==> src/assert_macros.svh <==
// assertion helpers shared by the rtl
`ifndef ASSERT_MACROS_SVH
`define ASSERT_MACROS_SVH

// same-cycle implication, off while reset is high
`define ASSERT_SAME(name, clk, rst, pre, post) \
   name: assert property (@(posedge clk) disable iff (rst) (pre) |-> (post)) \
      else $error("assertion failed");

// next-cycle implication, off while reset is high
`define ASSERT_NEXT(name, clk, rst, pre, post) \
   name: assert property (@(posedge clk) disable iff (rst) (pre) |=> (post)) \
      else $error("assertion failed");

`endif

==> src/pps_pkg.sv <==
`timescale 1ns / 1ps

package pps_pkg;

   localparam int SLOTS   = 16;
   localparam int IDX_W   = (SLOTS > 1) ? $clog2(SLOTS) : 1;
   localparam int ID_W    = 8;
   localparam int BURST_W = 16;
   localparam int PRIO_W  = 8;
   localparam int TIME_W  = 32;

   // operation codes on req_op
   localparam logic OP_TICK   = 1'b0;
   localparam logic OP_ARRIVE = 1'b1;

   // result kinds on rsp_kind
   localparam logic KIND_DONE   = 1'b0;
   localparam logic KIND_REJECT = 1'b1;

   // record that moves one cell down the chain each cycle
   typedef struct packed {
      logic                active;
      logic                op;
      logic [ID_W-1:0]     task_id;
      logic [BURST_W-1:0]  burst_len;
      logic [PRIO_W-1:0]   prio_level;
      logic                found;
      logic [IDX_W-1:0]    best_idx;
      logic [PRIO_W-1:0]   best_prio;
      logic [BURST_W-1:0]  best_rem;
      logic [ID_W-1:0]     best_task;
      logic [TIME_W-1:0]   best_arr;
      logic [TIME_W-1:0]   best_due;
   } wave_type;

   // update broadcast to all cells once a tick has chosen its task
   typedef struct packed {
      logic             en;
      logic [IDX_W-1:0] idx;
      logic             retire;
   } commit_type;

endpackage

==> src/pps_cell.sv <==
`timescale 1ns / 1ps

module pps_cell (
   input  logic                              clock,
   input  logic                              reset,
   input  logic [pps_pkg::IDX_W-1:0]         slot_idx,
   input  logic [pps_pkg::TIME_W-1:0]        tick_count,
   input  pps_pkg::commit_type               commit,
   input  pps_pkg::wave_type                 wave_up,
   output pps_pkg::wave_type                 wave_dn
);

   logic                           valid_ff, valid_in;
   logic [pps_pkg::ID_W-1:0]       task_ff;
   logic [pps_pkg::BURST_W-1:0]    rem_ff;
   logic [pps_pkg::PRIO_W-1:0]     prio_ff;
   logic [pps_pkg::TIME_W-1:0]     arr_ff;
   logic [pps_pkg::TIME_W-1:0]     due_ff;
   pps_pkg::wave_type              wave_ff, wave_in;

   logic claim, beats, take, hit;

   // arrival takes the first free cell it passes
   assign claim = wave_up.active && (wave_up.op == pps_pkg::OP_ARRIVE) &&
                  !wave_up.found && !valid_ff;

   // lower priority number wins, then smaller remaining; equal keeps upstream slot
   assign beats = (prio_ff < wave_up.best_prio) ||
                  ((prio_ff == wave_up.best_prio) && (rem_ff < wave_up.best_rem));

   assign take = wave_up.active && (wave_up.op == pps_pkg::OP_TICK) && valid_ff &&
                 (!wave_up.found || beats);

   assign hit = commit.en && (commit.idx == slot_idx);

   // record handed to the next cell
   always_comb begin
      wave_in = wave_up;
      if (claim) begin
         wave_in.found = 1'b1;
      end
      if (take) begin
         wave_in.found     = 1'b1;
         wave_in.best_idx  = slot_idx;
         wave_in.best_prio = prio_ff;
         wave_in.best_rem  = rem_ff;
         wave_in.best_task = task_ff;
         wave_in.best_arr  = arr_ff;
         wave_in.best_due  = due_ff;
      end
   end

   // occupancy of this slot
   always_comb begin
      valid_in = valid_ff;
      if (claim) begin
         valid_in = 1'b1;
      end else if (hit && commit.retire) begin
         valid_in = 1'b0;
      end
   end

   always_ff @(posedge clock) begin
      if (reset) begin
         valid_ff <= 1'b0;
         wave_ff  <= '0;
      end else begin
         valid_ff <= valid_in;
         wave_ff  <= wave_in;
      end
   end

   // slot contents, written on claim, counted down on service
   always_ff @(posedge clock) begin
      if (claim) begin
         task_ff <= wave_up.task_id;
         rem_ff  <= wave_up.burst_len;
         prio_ff <= wave_up.prio_level;
         arr_ff  <= tick_count;
         due_ff  <= tick_count + pps_pkg::TIME_W'(wave_up.burst_len);
      end else if (hit && !commit.retire) begin
         rem_ff  <= rem_ff - pps_pkg::BURST_W'(1);
      end
   end

   assign wave_dn = wave_ff;

endmodule
==> config.mk <==
export PLATFORM = sky130hd
export DESIGN_NAME = pps_cell
export DESIGN_NICKNAME = d
export VERILOG_FILES = /design/src/assert_macros.svh /design/src/pps_pkg.sv /design/src/pps_cell.sv
export SDC_FILE = /design/constraint.sdc
export NUM_CORES = 1
export LEC_CHECK = 0
export BUFFER_PORTS_ARGS = -buffer_cell sky130_fd_sc_hd__buf_2
export CORE_ASPECT_RATIO = 2
export CORE_MARGIN = 2
export CORE_UTILIZATION = 46
export CTS_CLUSTER_SIZE = 20
export DETAILED_ROUTE_END_ITERATION = 16
export GPL_TIMING_DRIVEN = 1
export HOLD_SLACK_MARGIN = 0.08
export PLACE_DENSITY = 0.82
export SYNTH_ARGS = -nofsm -noshare
export SYNTH_HDL_FRONTEND = slang
export SYNTH_SLANG_ARGS = --single-unit
==> constraint.sdc <==
create_clock -name clock -period 4.3 [get_ports clock]
set_input_delay 0.43 -clock clock [delete_from_list [all_inputs] [get_ports clock]]
set_output_delay 0.43 -clock clock [all_outputs]
set_load 0.05 [all_outputs]
After elaboration in Yosys (flattened, before gate mapping)
Index checks and enable logic that the tools add are counted.
Operators by class
  reductions and logical operators: 17
  muxes and demuxes: 6
  $add $sub $neg: 2
  order comparisons: 2
  equality and inequality tests: 2
  bitwise gates (word level): 1
Operators with widths (count)
  $mux W101: 1
  $add A32 B16 Y32: 1
  $mux W16: 2
  $lt A16 B16 Y1: 1
  $sub A16 B1 Y16 const B: 1
  $logic_and A1 B1 Y1: 10
  $eq A8 B8 Y1: 1
  $lt A8 B8 Y1: 1
  $eq A4 B4 Y1: 1
  $reduce_bool A2 Y1: 2
  $logic_not A1 Y1: 3
  $mux W1: 3
  $logic_or A1 B1 Y1: 2
  $not A1 Y1: 1
Storage, ports and cells
  logic and storage cells: 48
  flip-flop bits (word level): 232

Logic depth before layout (Yosys ltp)
Gate-level depths: netlist of run 1.
  depth in word-level cells: 6
  mapped depth: 11
  mapped depth without buffers: 9

Least setup slack after synthesis of run 1
OpenSTA, ideal clock, no wires.
  kind: input to register
  start: input wave_up[134] in the netlist's numbering
  end: register rem_ff[0] in the netlist's numbering, enable pin
  buffers on the path: 2
  stages: 4
  setup time: 0.392 ns
  setup slack: -0.079 ns
  arrival time: 3.986 ns
  data required time: 3.908 ns
  cells stage by stage: nor4bb_1 > clkbuf_1 > clkbuf_1 > o21bai_1
On the way
  cells in the longest elaborated chain, start to end: 4
RTL lines
  start, declared: line pps_cell.sv:9  | input pps_pkg::wave_type wave_up,
  $logic_and A1 B1 Y1 (2 in series): line pps_cell.sv:24  | assign claim = wave_up.active && (wave_up.op == pps_pkg::OP_ARRIVE) &&
  $logic_and A1 B1 Y1: line pps_cell.sv:25  | !wave_up.found && !valid_ff;
  net claim: line pps_cell.sv:21  | logic claim, beats, take, hit;
  $reduce_bool A2 Y1 (no line)
  end signal, assigned: line pps_cell.sv:77  | rem_ff <= wave_up.burst_len;
  end signal, assigned: line pps_cell.sv:82  | rem_ff <= rem_ff - pps_pkg::BURST_W'(1);
  end, declared: line pps_cell.sv:15  | logic [pps_pkg::BURST_W-1:0] rem_ff;
The timed path passes the listed nets, and every way through them passes these cells.
A chain may end at the register's enable or synchronous reset.

Final worst setup path of run 1
  start: register rem_ff[2] in the netlist's numbering
  end: register wave_ff, in the netlist wave_dn[56]
On the way
  cells in the longest elaborated chain, start to end: 6
RTL lines
  $lt A16 B16 Y1: line pps_cell.sv:29  | ((prio_ff == wave_up.best_prio) && (rem_ff < wave_up.best_rem));
  $logic_and A1 B1 Y1: line pps_cell.sv:29
  $logic_or A1 B1 Y1: line pps_cell.sv:28  | assign beats = (prio_ff < wave_up.best_prio) ||
  $logic_or A1 B1 Y1: line pps_cell.sv:32  | (!wave_up.found || beats);
  $logic_and A1 B1 Y1: line pps_cell.sv:31  | assign take = wave_up.active && (wave_up.op == pps_pkg::OP_TICK) && valid_ff &&
  $mux W101: line pps_cell.sv:42  | if (take) begin
  end signal, assigned: line pps_cell.sv:69  | wave_ff <= wave_in;
  end, declared: line pps_cell.sv:19  | pps_pkg::wave_type wave_ff, wave_in;
No other way between the ends.

==> flow_summary.yaml, run 1 <==
cts:
  clkTransAtPathRegs_ps: 70
  cts_root_buf: "clkbuf_16"
  numClockSinks: 232
  cts.repair.resized: 0
  cts_tree: "built"
  insertion_delay_ps: 510
  h-tree-depth: 1
  postCtsSetupRepairBufs: 0
  ctsHoldBuffers: 0
  numCtsBuffers: 21
  cts_max_path_buffers: 3
worst_setup_path:
  r2r_slack_ps: 1060
  cp_common_cell: "a211o_1"
  crit_slowest_cell: "a31oi_4"
  reg2reg_to: "wave_dn[56]"
  worstPathMaxFanout: 28
  worstPathRequired_ps: 4670
  path_delay_family: "compound AO/OA/AOI/OAI gates"
  critical_path_class: "flop to flop"
  max_stage_delay_ps: 660
  startpoint_type: "flop"
  cp.arrival_ps: 3610
  r2r_start: "rem_ff[2]"
  path_cells: "ha_1 > a211o_1 > a31oi_1 > o221ai_1 > a211o_1 > a31oi_4 > buf_12 > mux2i_1 > nor2_1"
  cp_num_buf_inv: 1
  r2r_cells: 9
  end_kind: "flop"
yosys:
  synth.most_common_cell: "dfxtp_1"
  synthFlopType: "dfxtp_1"
  synth_cells: 802
  synth-async-reset-ratio_pct: 0
  synth-edff-count: 96
  synth.cell_area_mm2: 0.00956
  synthTopCellsByArea: "edfxtp_1, dfxtp_1, mux2i_1"
  yosys.area.top_type: "edfxtp_1"
  synth-seq-cells: 232
  yosysUniqueCellTypes: 48
  yosysTopAreaCellShare_pct: 30.2
  syn_nets: 1022
  synth_common_cells: "dfxtp_1, nor2_1, mux2i_1, edfxtp_1, ha_1"
  avgSynthCellArea_um2: 11.9
  synth_seq_area_share_pct: 58.6
  synth-warning-count: 0
finish:
  final.fill_count: 1709
  utilization_pct: 59.2
  syn_to_final_growth_pct: 26.1
  seq_area_mm2: 0.00561
  multiInputGateArea_mm2: 0.00359
  nNetsFinal: 1338
  drive_gt1_share_pct: 32.2
global_routing:
  grt_max_degree: 75
  grt_util_all_layers_pct: 22.0
  antenna_found_initial: 3
  grt_pass1_vias: 7382
  overflow: 0
  grt_pass1_wl_mm: 37.8
timing:
  fin_skew_ps: 14.2
  rsz0062_at_grt: "false"
  tightest_slew_ps: 941
  timing.setup.tns_ps: 0
  period_share_pct: 75.4
  hold_violations: 0
  fin_crit_ps: 3240
  slew_headroom_pct: 37.1
  timing.hold.ws_ps: 113
  fmax_mhz: 308
  finalMaxSlewViolations: 0
  setup_viol: 0
die:
  start_util_pct: 46.9
  core_mm2: 0.0204
  rows: 74
  ios: 314
  die_y_um: 208
  fp.dieArea_mm2: 0.0220
  die_x_um: 106
power_and_ir_drop:
  vdd_drop_max_v: 0.000350
  p_leak_nw: 5.19
  p_per_area_mw_per_mm2: 426
min_path:
  min_to: "prio_ff[1]"
  hp-start: "wave_up[102]"
  hold_depth: 1
  hp-class: "input port to flop"
routing:
  drt_drc_violations_left: 0
  drtAntennaViolNets: 0
  routedWlPerCell_um: 17.6
  vias: 7056
  via_per_inst: 5.04
  dr.pass1.iters: 6
  drt_iter0_drc: 245
  wirelength_mm: 24.6
run:
  cap_violations: 0
placement:
  dp_hpwl_mm: 18.7
  place.port_buffers: 313
  place_congestion: 0.854
run_status:
  status: "completed"
## layout make-up
class / count / share of cell area [%]
Antenna cell: 2 / 0.0415
Clock buffer: 29 / 5.29
Clock inverter: 8 / 0.633
Inverter: 30 / 0.934
Multi-Input combinational cell: 510 / 29.8
Sequential cell: 232 / 46.5
Tap cell: 266 / 2.76
Timing Repair Buffer: 323 / 14.1
## how the worst max path moves through the flow
stage                             start          end  slack, ps  cells past startpoint
after floorplan            wave_up[134]    rem_ff[0]       1220                      4
after global placement    tick_count[0]   due_ff[26]       1060                     10
after detailed placement  tick_count[0]   due_ff[26]        980                     10
after CTS                     rem_ff[2]  wave_dn[56]       1030                      9
after global routing          rem_ff[2]   wave_dn[8]        870                      9
final                         rem_ff[2]  wave_dn[56]       1060                      9
## routing by layer
metal | part of all wire [%] | GRT usage, % | wire (um) | vias to the layer above
li1 | - | - | - | 3416
met1 | 35 | 21.8 | 8600 | 3333
met2 | 55 | 42.8 | 13700 | 239
met3 | 4.8 | 3.33 | 1180 | 66
met4 | 4.8 | 11.2 | 1180 | 2
met5 | 0.032 | 0 | 8 | -
## state kept, by name, summed over array words and instances (netlist names)
signal	count
arr_ff	32
due_ff	32
prio_ff	8
rem_ff	16
task_ff	8
valid_ff	1
wave_dn	135
## report_power, final
group	total (mW)	switching, mW	internal (mW)
combinational	0.767	0.520	0.247
sequential	2.44	0.0361	2.41
clock	1.93	0.817	1.11
## logic make-up (layout without fill, tap and decap cells)
kind of cell               count (synthesis)  in the layout  synth area share (%)
muxes                                    100            100                  10.5
xor gates and xnor gates                  47             47                  4.31
and+or+nand+nor                          241            241                  11.6
buffers and inverters                     60            390                  4.14
DFF                                      232            232                  58.6
AOI/OAI and AO/OA                         81             81                  5.35
other                                      0              2                     0
adders and majority gates                 41             41                  5.45
## cell usage in the layout (no fill, tap or decap), types with 2 or more instances in the layout
cell type  Yosys  final
mux2i_1      100    100
nor3_1        13     13
o21ai_1        2      2
buf_4          0      7
nor2b_1       36     36
o21a_1         2      2
nor2_1       121    121
diode_2        0      2
nand2_1       32     32
buf_12        10      4
clkinv_2       0      2
dfxtp_1      136    136
buf_2          0    312
or2_2          2      2
and2_1         2      2
xor2_1        13     13
and3_1         5      5
nor3b_1        4      4
clkbuf_16      0     23
nand4_1        7      7
inv_1         30     30
ha_1          40     40
clkbuf_8       0      4
o21bai_1       3      3
nand3_1        7      7
clkbuf_1      19      2
a21oi_1       25     25
or3_1          3      3
nand2b_1       4      4
edfxtp_1      96     96
xnor2_1       34     34
o21ai_0       21     21
a211o_1        4      4
a21o_1         8      8
inv_4          0      3
a31oi_1        4      3
## metrics by stage
stage,cell area (um2),setup WS [ps],std cells,power [mW]
after global placement,11300,1060,1361,3.24
after global routing,12100,870,1400,5.33
final,12100,1060,1400,5.14
after detailed placement,11300,976,1361,3.26
after floorplan,9560,1220,802,3.00
after CTS,12000,1030,1398,5.18
Note: power is estimated with default switching activity, not from simulation.
==> inputs of run 2 (changes only) <==
--- a/config.mk
+++ b/config.mk
@@ -5,15 +5,16 @@
 export SDC_FILE = /design/constraint.sdc
 export NUM_CORES = 1
 export LEC_CHECK = 0
+export ABC_AREA = 1
 export BUFFER_PORTS_ARGS = -buffer_cell sky130_fd_sc_hd__buf_2
 export CORE_ASPECT_RATIO = 2
 export CORE_MARGIN = 2
-export CORE_UTILIZATION = 46
+export CORE_UTILIZATION = 47
 export CTS_CLUSTER_SIZE = 20
 export DETAILED_ROUTE_END_ITERATION = 16
 export GPL_TIMING_DRIVEN = 1
 export HOLD_SLACK_MARGIN = 0.08
-export PLACE_DENSITY = 0.82
+export PLACE_DENSITY = 0.81
 export SYNTH_ARGS = -nofsm -noshare
 export SYNTH_HDL_FRONTEND = slang
 export SYNTH_SLANG_ARGS = --single-unit
==> constraint.sdc (replaced) <==
create_clock -name clock -period 2.6 [get_ports clock]
set_input_delay 0.26 -clock clock [delete_from_list [all_inputs] [get_ports clock]]
set_output_delay 0.26 -clock clock [all_outputs]
set_load 0.05 [all_outputs]
==> run 2 against run 1 <==
Total power is 74% higher. Die area is 13% higher. First-iteration DRC count rose to 2.8 times the previous value. Clock skew down 1.8 ps. Largest power group unchanged. Clock-buffer cell count unchanged. Cell area increased by 25%. Non-clock buffer count rose by 177. Cell count increased by 49%. Sequential cell count unchanged. Sequential power rose by 66%. Clock power rose by 63%.
==> flow_summary.yaml, run 2 <==
run_status:
  status: "completed"
cts:
  numClockSinks: 232
  cts_tree: "built"
  postCtsSetupRepairBufs: 0
  cts_root_buf: "clkbuf_16"
  ctsHoldBuffers: 165
  numCtsBuffers: 21
  cts_max_path_buffers: 3
  cts.repair.resized: 0
  insertion_delay_ps: 510
  h-tree-depth: 1
  clkTransAtPathRegs_ps: 70
yosys:
  avgSynthCellArea_um2: 8.36
  synth_seq_area_share_pct: 50.8
  yosysTopAreaCellShare_pct: 26.1
  synthFlopType: "dfxtp_1"
  yosys.area.top_type: "edfxtp_1"
  synth-edff-count: 96
  syn_nets: 1541
  yosysUniqueCellTypes: 37
  synth.cell_area_mm2: 0.0110
  synth.most_common_cell: "nand2_1"
  synth-warning-count: 0
  synth-async-reset-ratio_pct: 0
  synth_common_cells: "nand2_1, inv_1, nor2_1, dfxtp_1, a21oi_1"
  synth_cells: 1321
  synthTopCellsByArea: "edfxtp_1, dfxtp_1, nand2_1"
  synth-seq-cells: 232
power_and_ir_drop:
  p_leak_nw: 7.47
  vdd_drop_max_v: 0.000588
  p_per_area_mw_per_mm2: 593
routing:
  routedWlPerCell_um: 17.3
  dr.pass1.iters: 7
  wirelength_mm: 35.9
  drtAntennaViolNets: 0
  via_per_inst: 5.17
  drt_drc_violations_left: 0
  vias: 10800
  drt_iter0_drc: 687
worst_setup_path:
  cp.arrival_ps: 2820
  startpoint_type: "input port"
  path_cells: "dlygate4sd3_1 > buf_2 > inv_1 > ha_1 > nand2_1 > nand3_1 > nor3_1 > nand3_1 > nor2_1 > nand2_1 > nand2_8 > buf_12 > nand3_1 > nand2_1 > nor2_1"
  critical_path_class: "input port to flop"
  crit_start: "wave_up[87]"
  r2r_start: "rem_ff[9]"
  worstPathRequired_ps: 3000
  crit_slowest_cell: "dlygate4sd3_1"
  max_stage_delay_ps: 550
  worstPathMaxFanout: 63
  end_kind: "flop"
min_path:
  hp-class: "input port to flop"
  hp-start: "commit[0]"
timing:
  setup_viol: 0
  slew_headroom_pct: 58.4
  rsz0062_at_grt: "false"
  fin_crit_ps: 2420
  period_share_pct: 93.0
  tightest_slew_ps: 623
  hold_violations: 0
  setup_slack_ps: 181
  fin_skew_ps: 12.4
  fmax_mhz: 413
  finalMaxSlewViolations: 0
finish:
  mostFrequentLayoutCell: "buf_2"
  drive_gt1_share_pct: 21.2
  syn_to_final_growth_pct: 36.2
  largest_reg_flops: 135
  nNetsFinal: 2002
  stdcell_count: 2081
  layout_common_cells: "buf_2, nand2_1, inv_1"
run:
  cap_violations: 0
placement:
  numPlacedInstances: 1877
  dp_hpwl_mm: 23.8
  place.port_buffers: 313
  preCtsSetupSlack_ps: 287
  place_congestion: 0.883
die:
  die_x_um: 112
  fp.dieArea_mm2: 0.0248
  core_mm2: 0.0231
  ios: 314
  start_util_pct: 47.7
  die_y_um: 221
  rows: 79
global_routing:
  antenna_found_initial: 2
  overflow: 0
  grt_util_all_layers_pct: 27.6
  grt_pass1_wl_mm: 53.7
  grt_max_degree: 80
  grt_pass1_vias: 10700
[run 2: layer usage]
layer | GRT usage [%] | share of wire [%] | vias up
met5 | 0 | 0 | -
met4 | 18.9 | 6.9 | 0
met3 | 3.26 | 4.8 | 170
met2 | 51.5 | 53 | 496
met1 | 28.3 | 35 | 4919
li1 | - | - | 5174
[run 2: kinds of logic after synthesis]
logic type	synth area share, %
simple gates	21.9
buf+inv	11.8
fa+ha+maj	4.71
flops	50.8
xor+xnor	2.14
compound gates	8.68
[run 2: final cells by class]
type	instances	area, um2
Fill cell	1821	8080
Antenna cell	2	5.00
Multi-Input combinational cell	825	4170
Tap cell	283	354
Clock inverter	8	55.1
Timing Repair Buffer	500	3450
Inverter	202	759
Sequential cell	232	5610
Clock buffer	29	651
[run 2: where the power goes]
group	internal (mW)	leakage [nW]	switching (mW)	total (mW)
logic	0.592	5.10	1.13	1.72
clock network	1.77	0.354	1.38	3.15
registers	3.99	2.01	0.0663	4.05
total	6.35	7.47	2.58	8.93
[run 2: per-stage QoR]
stage          utilization (%)  instance area (um2)  hold slack, ps  TNS (ps)  power (mW)
2_1_floorplan                -                11100             359   -122420        5.17
3_3_place_gp              54.8                12700             453         0        5.59
3_5_place_dp              54.8                12700             454         0        5.62
4_1_cts                   65.0                15000            84.7         0        8.94
5_1_grt                   65.0                15000             115         0        9.23
6_report                  65.0                15000             106         0        8.93
[run 2: path summary, 6_finish.rpt]
| kind | slack (ps) | to | cells past startpoint |
|---|---|---|---|
| hold / removal | 110 | valid_ff | 4 |
| setup reg to reg | 200 | wave_dn[56] | 12 |
| hold reg to reg | 500 | valid_ff | 2 |
| setup / recovery | 180 | wave_dn[56] | 15 |
[run 2: critical path: cells and delay by family]
| kind | cells | cell delay [ps] |
|---|---|---|
| buf+inv | 4 | 1000 |
| simple gates | 10 | 1200 |
| fa+ha+maj | 1 | 320 |
==> inputs of run 3 (changes only) <==
--- a/config.mk
+++ b/config.mk
@@ -14,7 +14,7 @@
 export DETAILED_ROUTE_END_ITERATION = 16
 export GPL_TIMING_DRIVEN = 1
 export HOLD_SLACK_MARGIN = 0.08
-export PLACE_DENSITY = 0.81
+export PLACE_DENSITY = 0.76
 export SYNTH_ARGS = -nofsm -noshare
 export SYNTH_HDL_FRONTEND = slang
 export SYNTH_SLANG_ARGS = --single-unit
==> run 3 against run 2 <==
Cell area up 0.40%. Worst setup slack better by 68 ps. Critical path depth down 4. Critical path type is now flop to flop. Die area unchanged. Clock skew up 20 ps. Sequential share of layout area down 0.15 points. Combinational power about the same. Hold slack better by 10 ps. Global-route usage down 0.38 points. Largest cell class unchanged.
==> flow_summary.yaml, run 3 (synthesis results as in run 2) <==
cts:
  clkTransAtPathRegs_ps: 70
  numCtsBuffers: 22
  cts_tree: "built"
  insertion_delay_ps: 550
  postCtsSetupRepairBufs: 0
  cts_root_buf: "clkbuf_16"
  cts.repair.resized: 0
  h-tree-depth: 1
  numClockSinks: 232
  cts_max_path_buffers: 3
timing:
  fin_skew_ps: 32.1
  period_share_pct: 90.4
  setup_viol: 0
  fmax_mhz: 425
  rsz0062_at_grt: "false"
  fin_crit_ps: 2350
  setup_slack_ps: 249
  tightest_slew_ps: 506
  hold_violations: 0
  slew_headroom_pct: 65.9
  timing.setup.tns_ps: 0
  finalMaxSlewViolations: 0
worst_setup_path:
  r2r_slack_ps: 250
  startpoint_type: "flop"
  r2r_start: "rem_ff[13]"
  reg2reg_to: "wave_dn[61]"
  crit_start: "rem_ff[13]"
  critical_path_class: "flop to flop"
  worstPathRequired_ps: 3040
  worstPathMaxFanout: 60
  cp.arrival_ps: 2790
  r2r_cells: 11
  end_kind: "flop"
routing:
  drt_drc_violations_left: 0
  routedWlPerCell_um: 16.9
  wirelength_mm: 35.2
  via_per_inst: 5.17
  drtAntennaViolNets: 0
  dr.pass1.iters: 7
  vias: 10800
  drt_iter0_drc: 749
finish:
  largest_reg_flops: 135
  nNetsFinal: 2002
  multiInputGateArea_mm2: 0.00417
  seq_area_mm2: 0.00561
  drive_gt1_share_pct: 21.2
  layout_common_cells: "buf_2, nand2_1, inv_1"
  mostFrequentLayoutCell: "buf_2"
  utilization_pct: 65.3
  final.fill_count: 1811
  stdcell_count: 2083
  syn_to_final_growth_pct: 36.8
run:
  cap_violations: 0
placement:
  dp_hpwl_mm: 24.4
  place.port_buffers: 313
  preCtsSetupSlack_ps: 269
  place_congestion: 0.926
  numPlacedInstances: 1873
min_path:
  hp-start: "wave_up[95]"
  hp-class: "input port to flop"
  min_to: "wave_dn[95]"
  hold_depth: 3
die:
  core_mm2: 0.0231
  fp.dieArea_mm2: 0.0248
  start_util_pct: 47.7
  rows: 79
  die_x_um: 112
  die_y_um: 221
  ios: 314
power_and_ir_drop:
  finalPower_mw: 9.11
  p_per_area_mw_per_mm2: 603
  vdd_drop_max_v: 0.000593
  p_leak_nw: 7.49
global_routing:
  grt_util_all_layers_pct: 27.2
  antenna_found_initial: 1
  grt_max_degree: 84
  overflow: 0
  grt_pass1_vias: 10400
  grt_pass1_wl_mm: 52.9
run_status:
  status: "completed"
-- run 3: layout make-up --
type	count	area share, %
flip-flops and latches	232	37.1
multi-input cells	825	27.6
repair buffers	499	22.9
inverters	202	5.03
clock buffers	30	4.46
well taps	283	2.34
clock inverters	10	0.522
diodes	2	0.0331
-- run 3: repair_timing --
action                     in CTS  in global routing
setup endpoints to repair       0                  0
hold endpoints to repair      188                  0
hold buffers                  168                  0
-- run 3: per-stage QoR --
stage,area (um2),hold WS [ps]
detailed placement,12700,458
CTS,15100,103
floorplan,11100,359
global route,15100,103
global placement,12700,457
finish,15100,116
-- run 3: per-layer routing --
layer	routed length, um	share of wire, %	track usage [%]	vias to the layer above
met5	0	0	0	-
met4	2650	7.5	19.0	0
met3	1820	5.2	3.97	162
met2	18600	53	51.2	489
met1	12100	34	27.0	4956
li1	-	-	-	5170
-- run 3: worst max path at each step --
stage,endpoint,slack (ps)
2_1_floorplan,rem_ff[0],-1540
3_3_place_gp,due_ff[18],350
3_5_place_dp,due_ff[18],270
4_1_cts,due_ff[18],280
5_1_grt,wave_dn[61],80
6_report,wave_dn[61],250
-- run 3: where the power goes --
| group | total, mW | switching [mW] | leakage, nW | internal, mW |
|---|---|---|---|---|
| registers | 4.05 | 0.0609 | 2.01 | 3.99 |
| clock network | 3.34 | 1.49 | 0.374 | 1.85 |
| logic | 1.72 | 1.13 | 5.10 | 0.594 |
| total | 9.11 | 2.68 | 7.49 | 6.43 |
-- run 3: worst max-delay path, cell delays in order (launching register included) --
cell and delay [ps]:
edfxtp_1 510, ha_1 350, a21oi_1 120, nand3b_1 120, nand3_1 70, nor2_1 90, nand2_1 140, nand2_8 280
buf_12 290, nand3_1 140, nand2_1 90, nor2_1 50
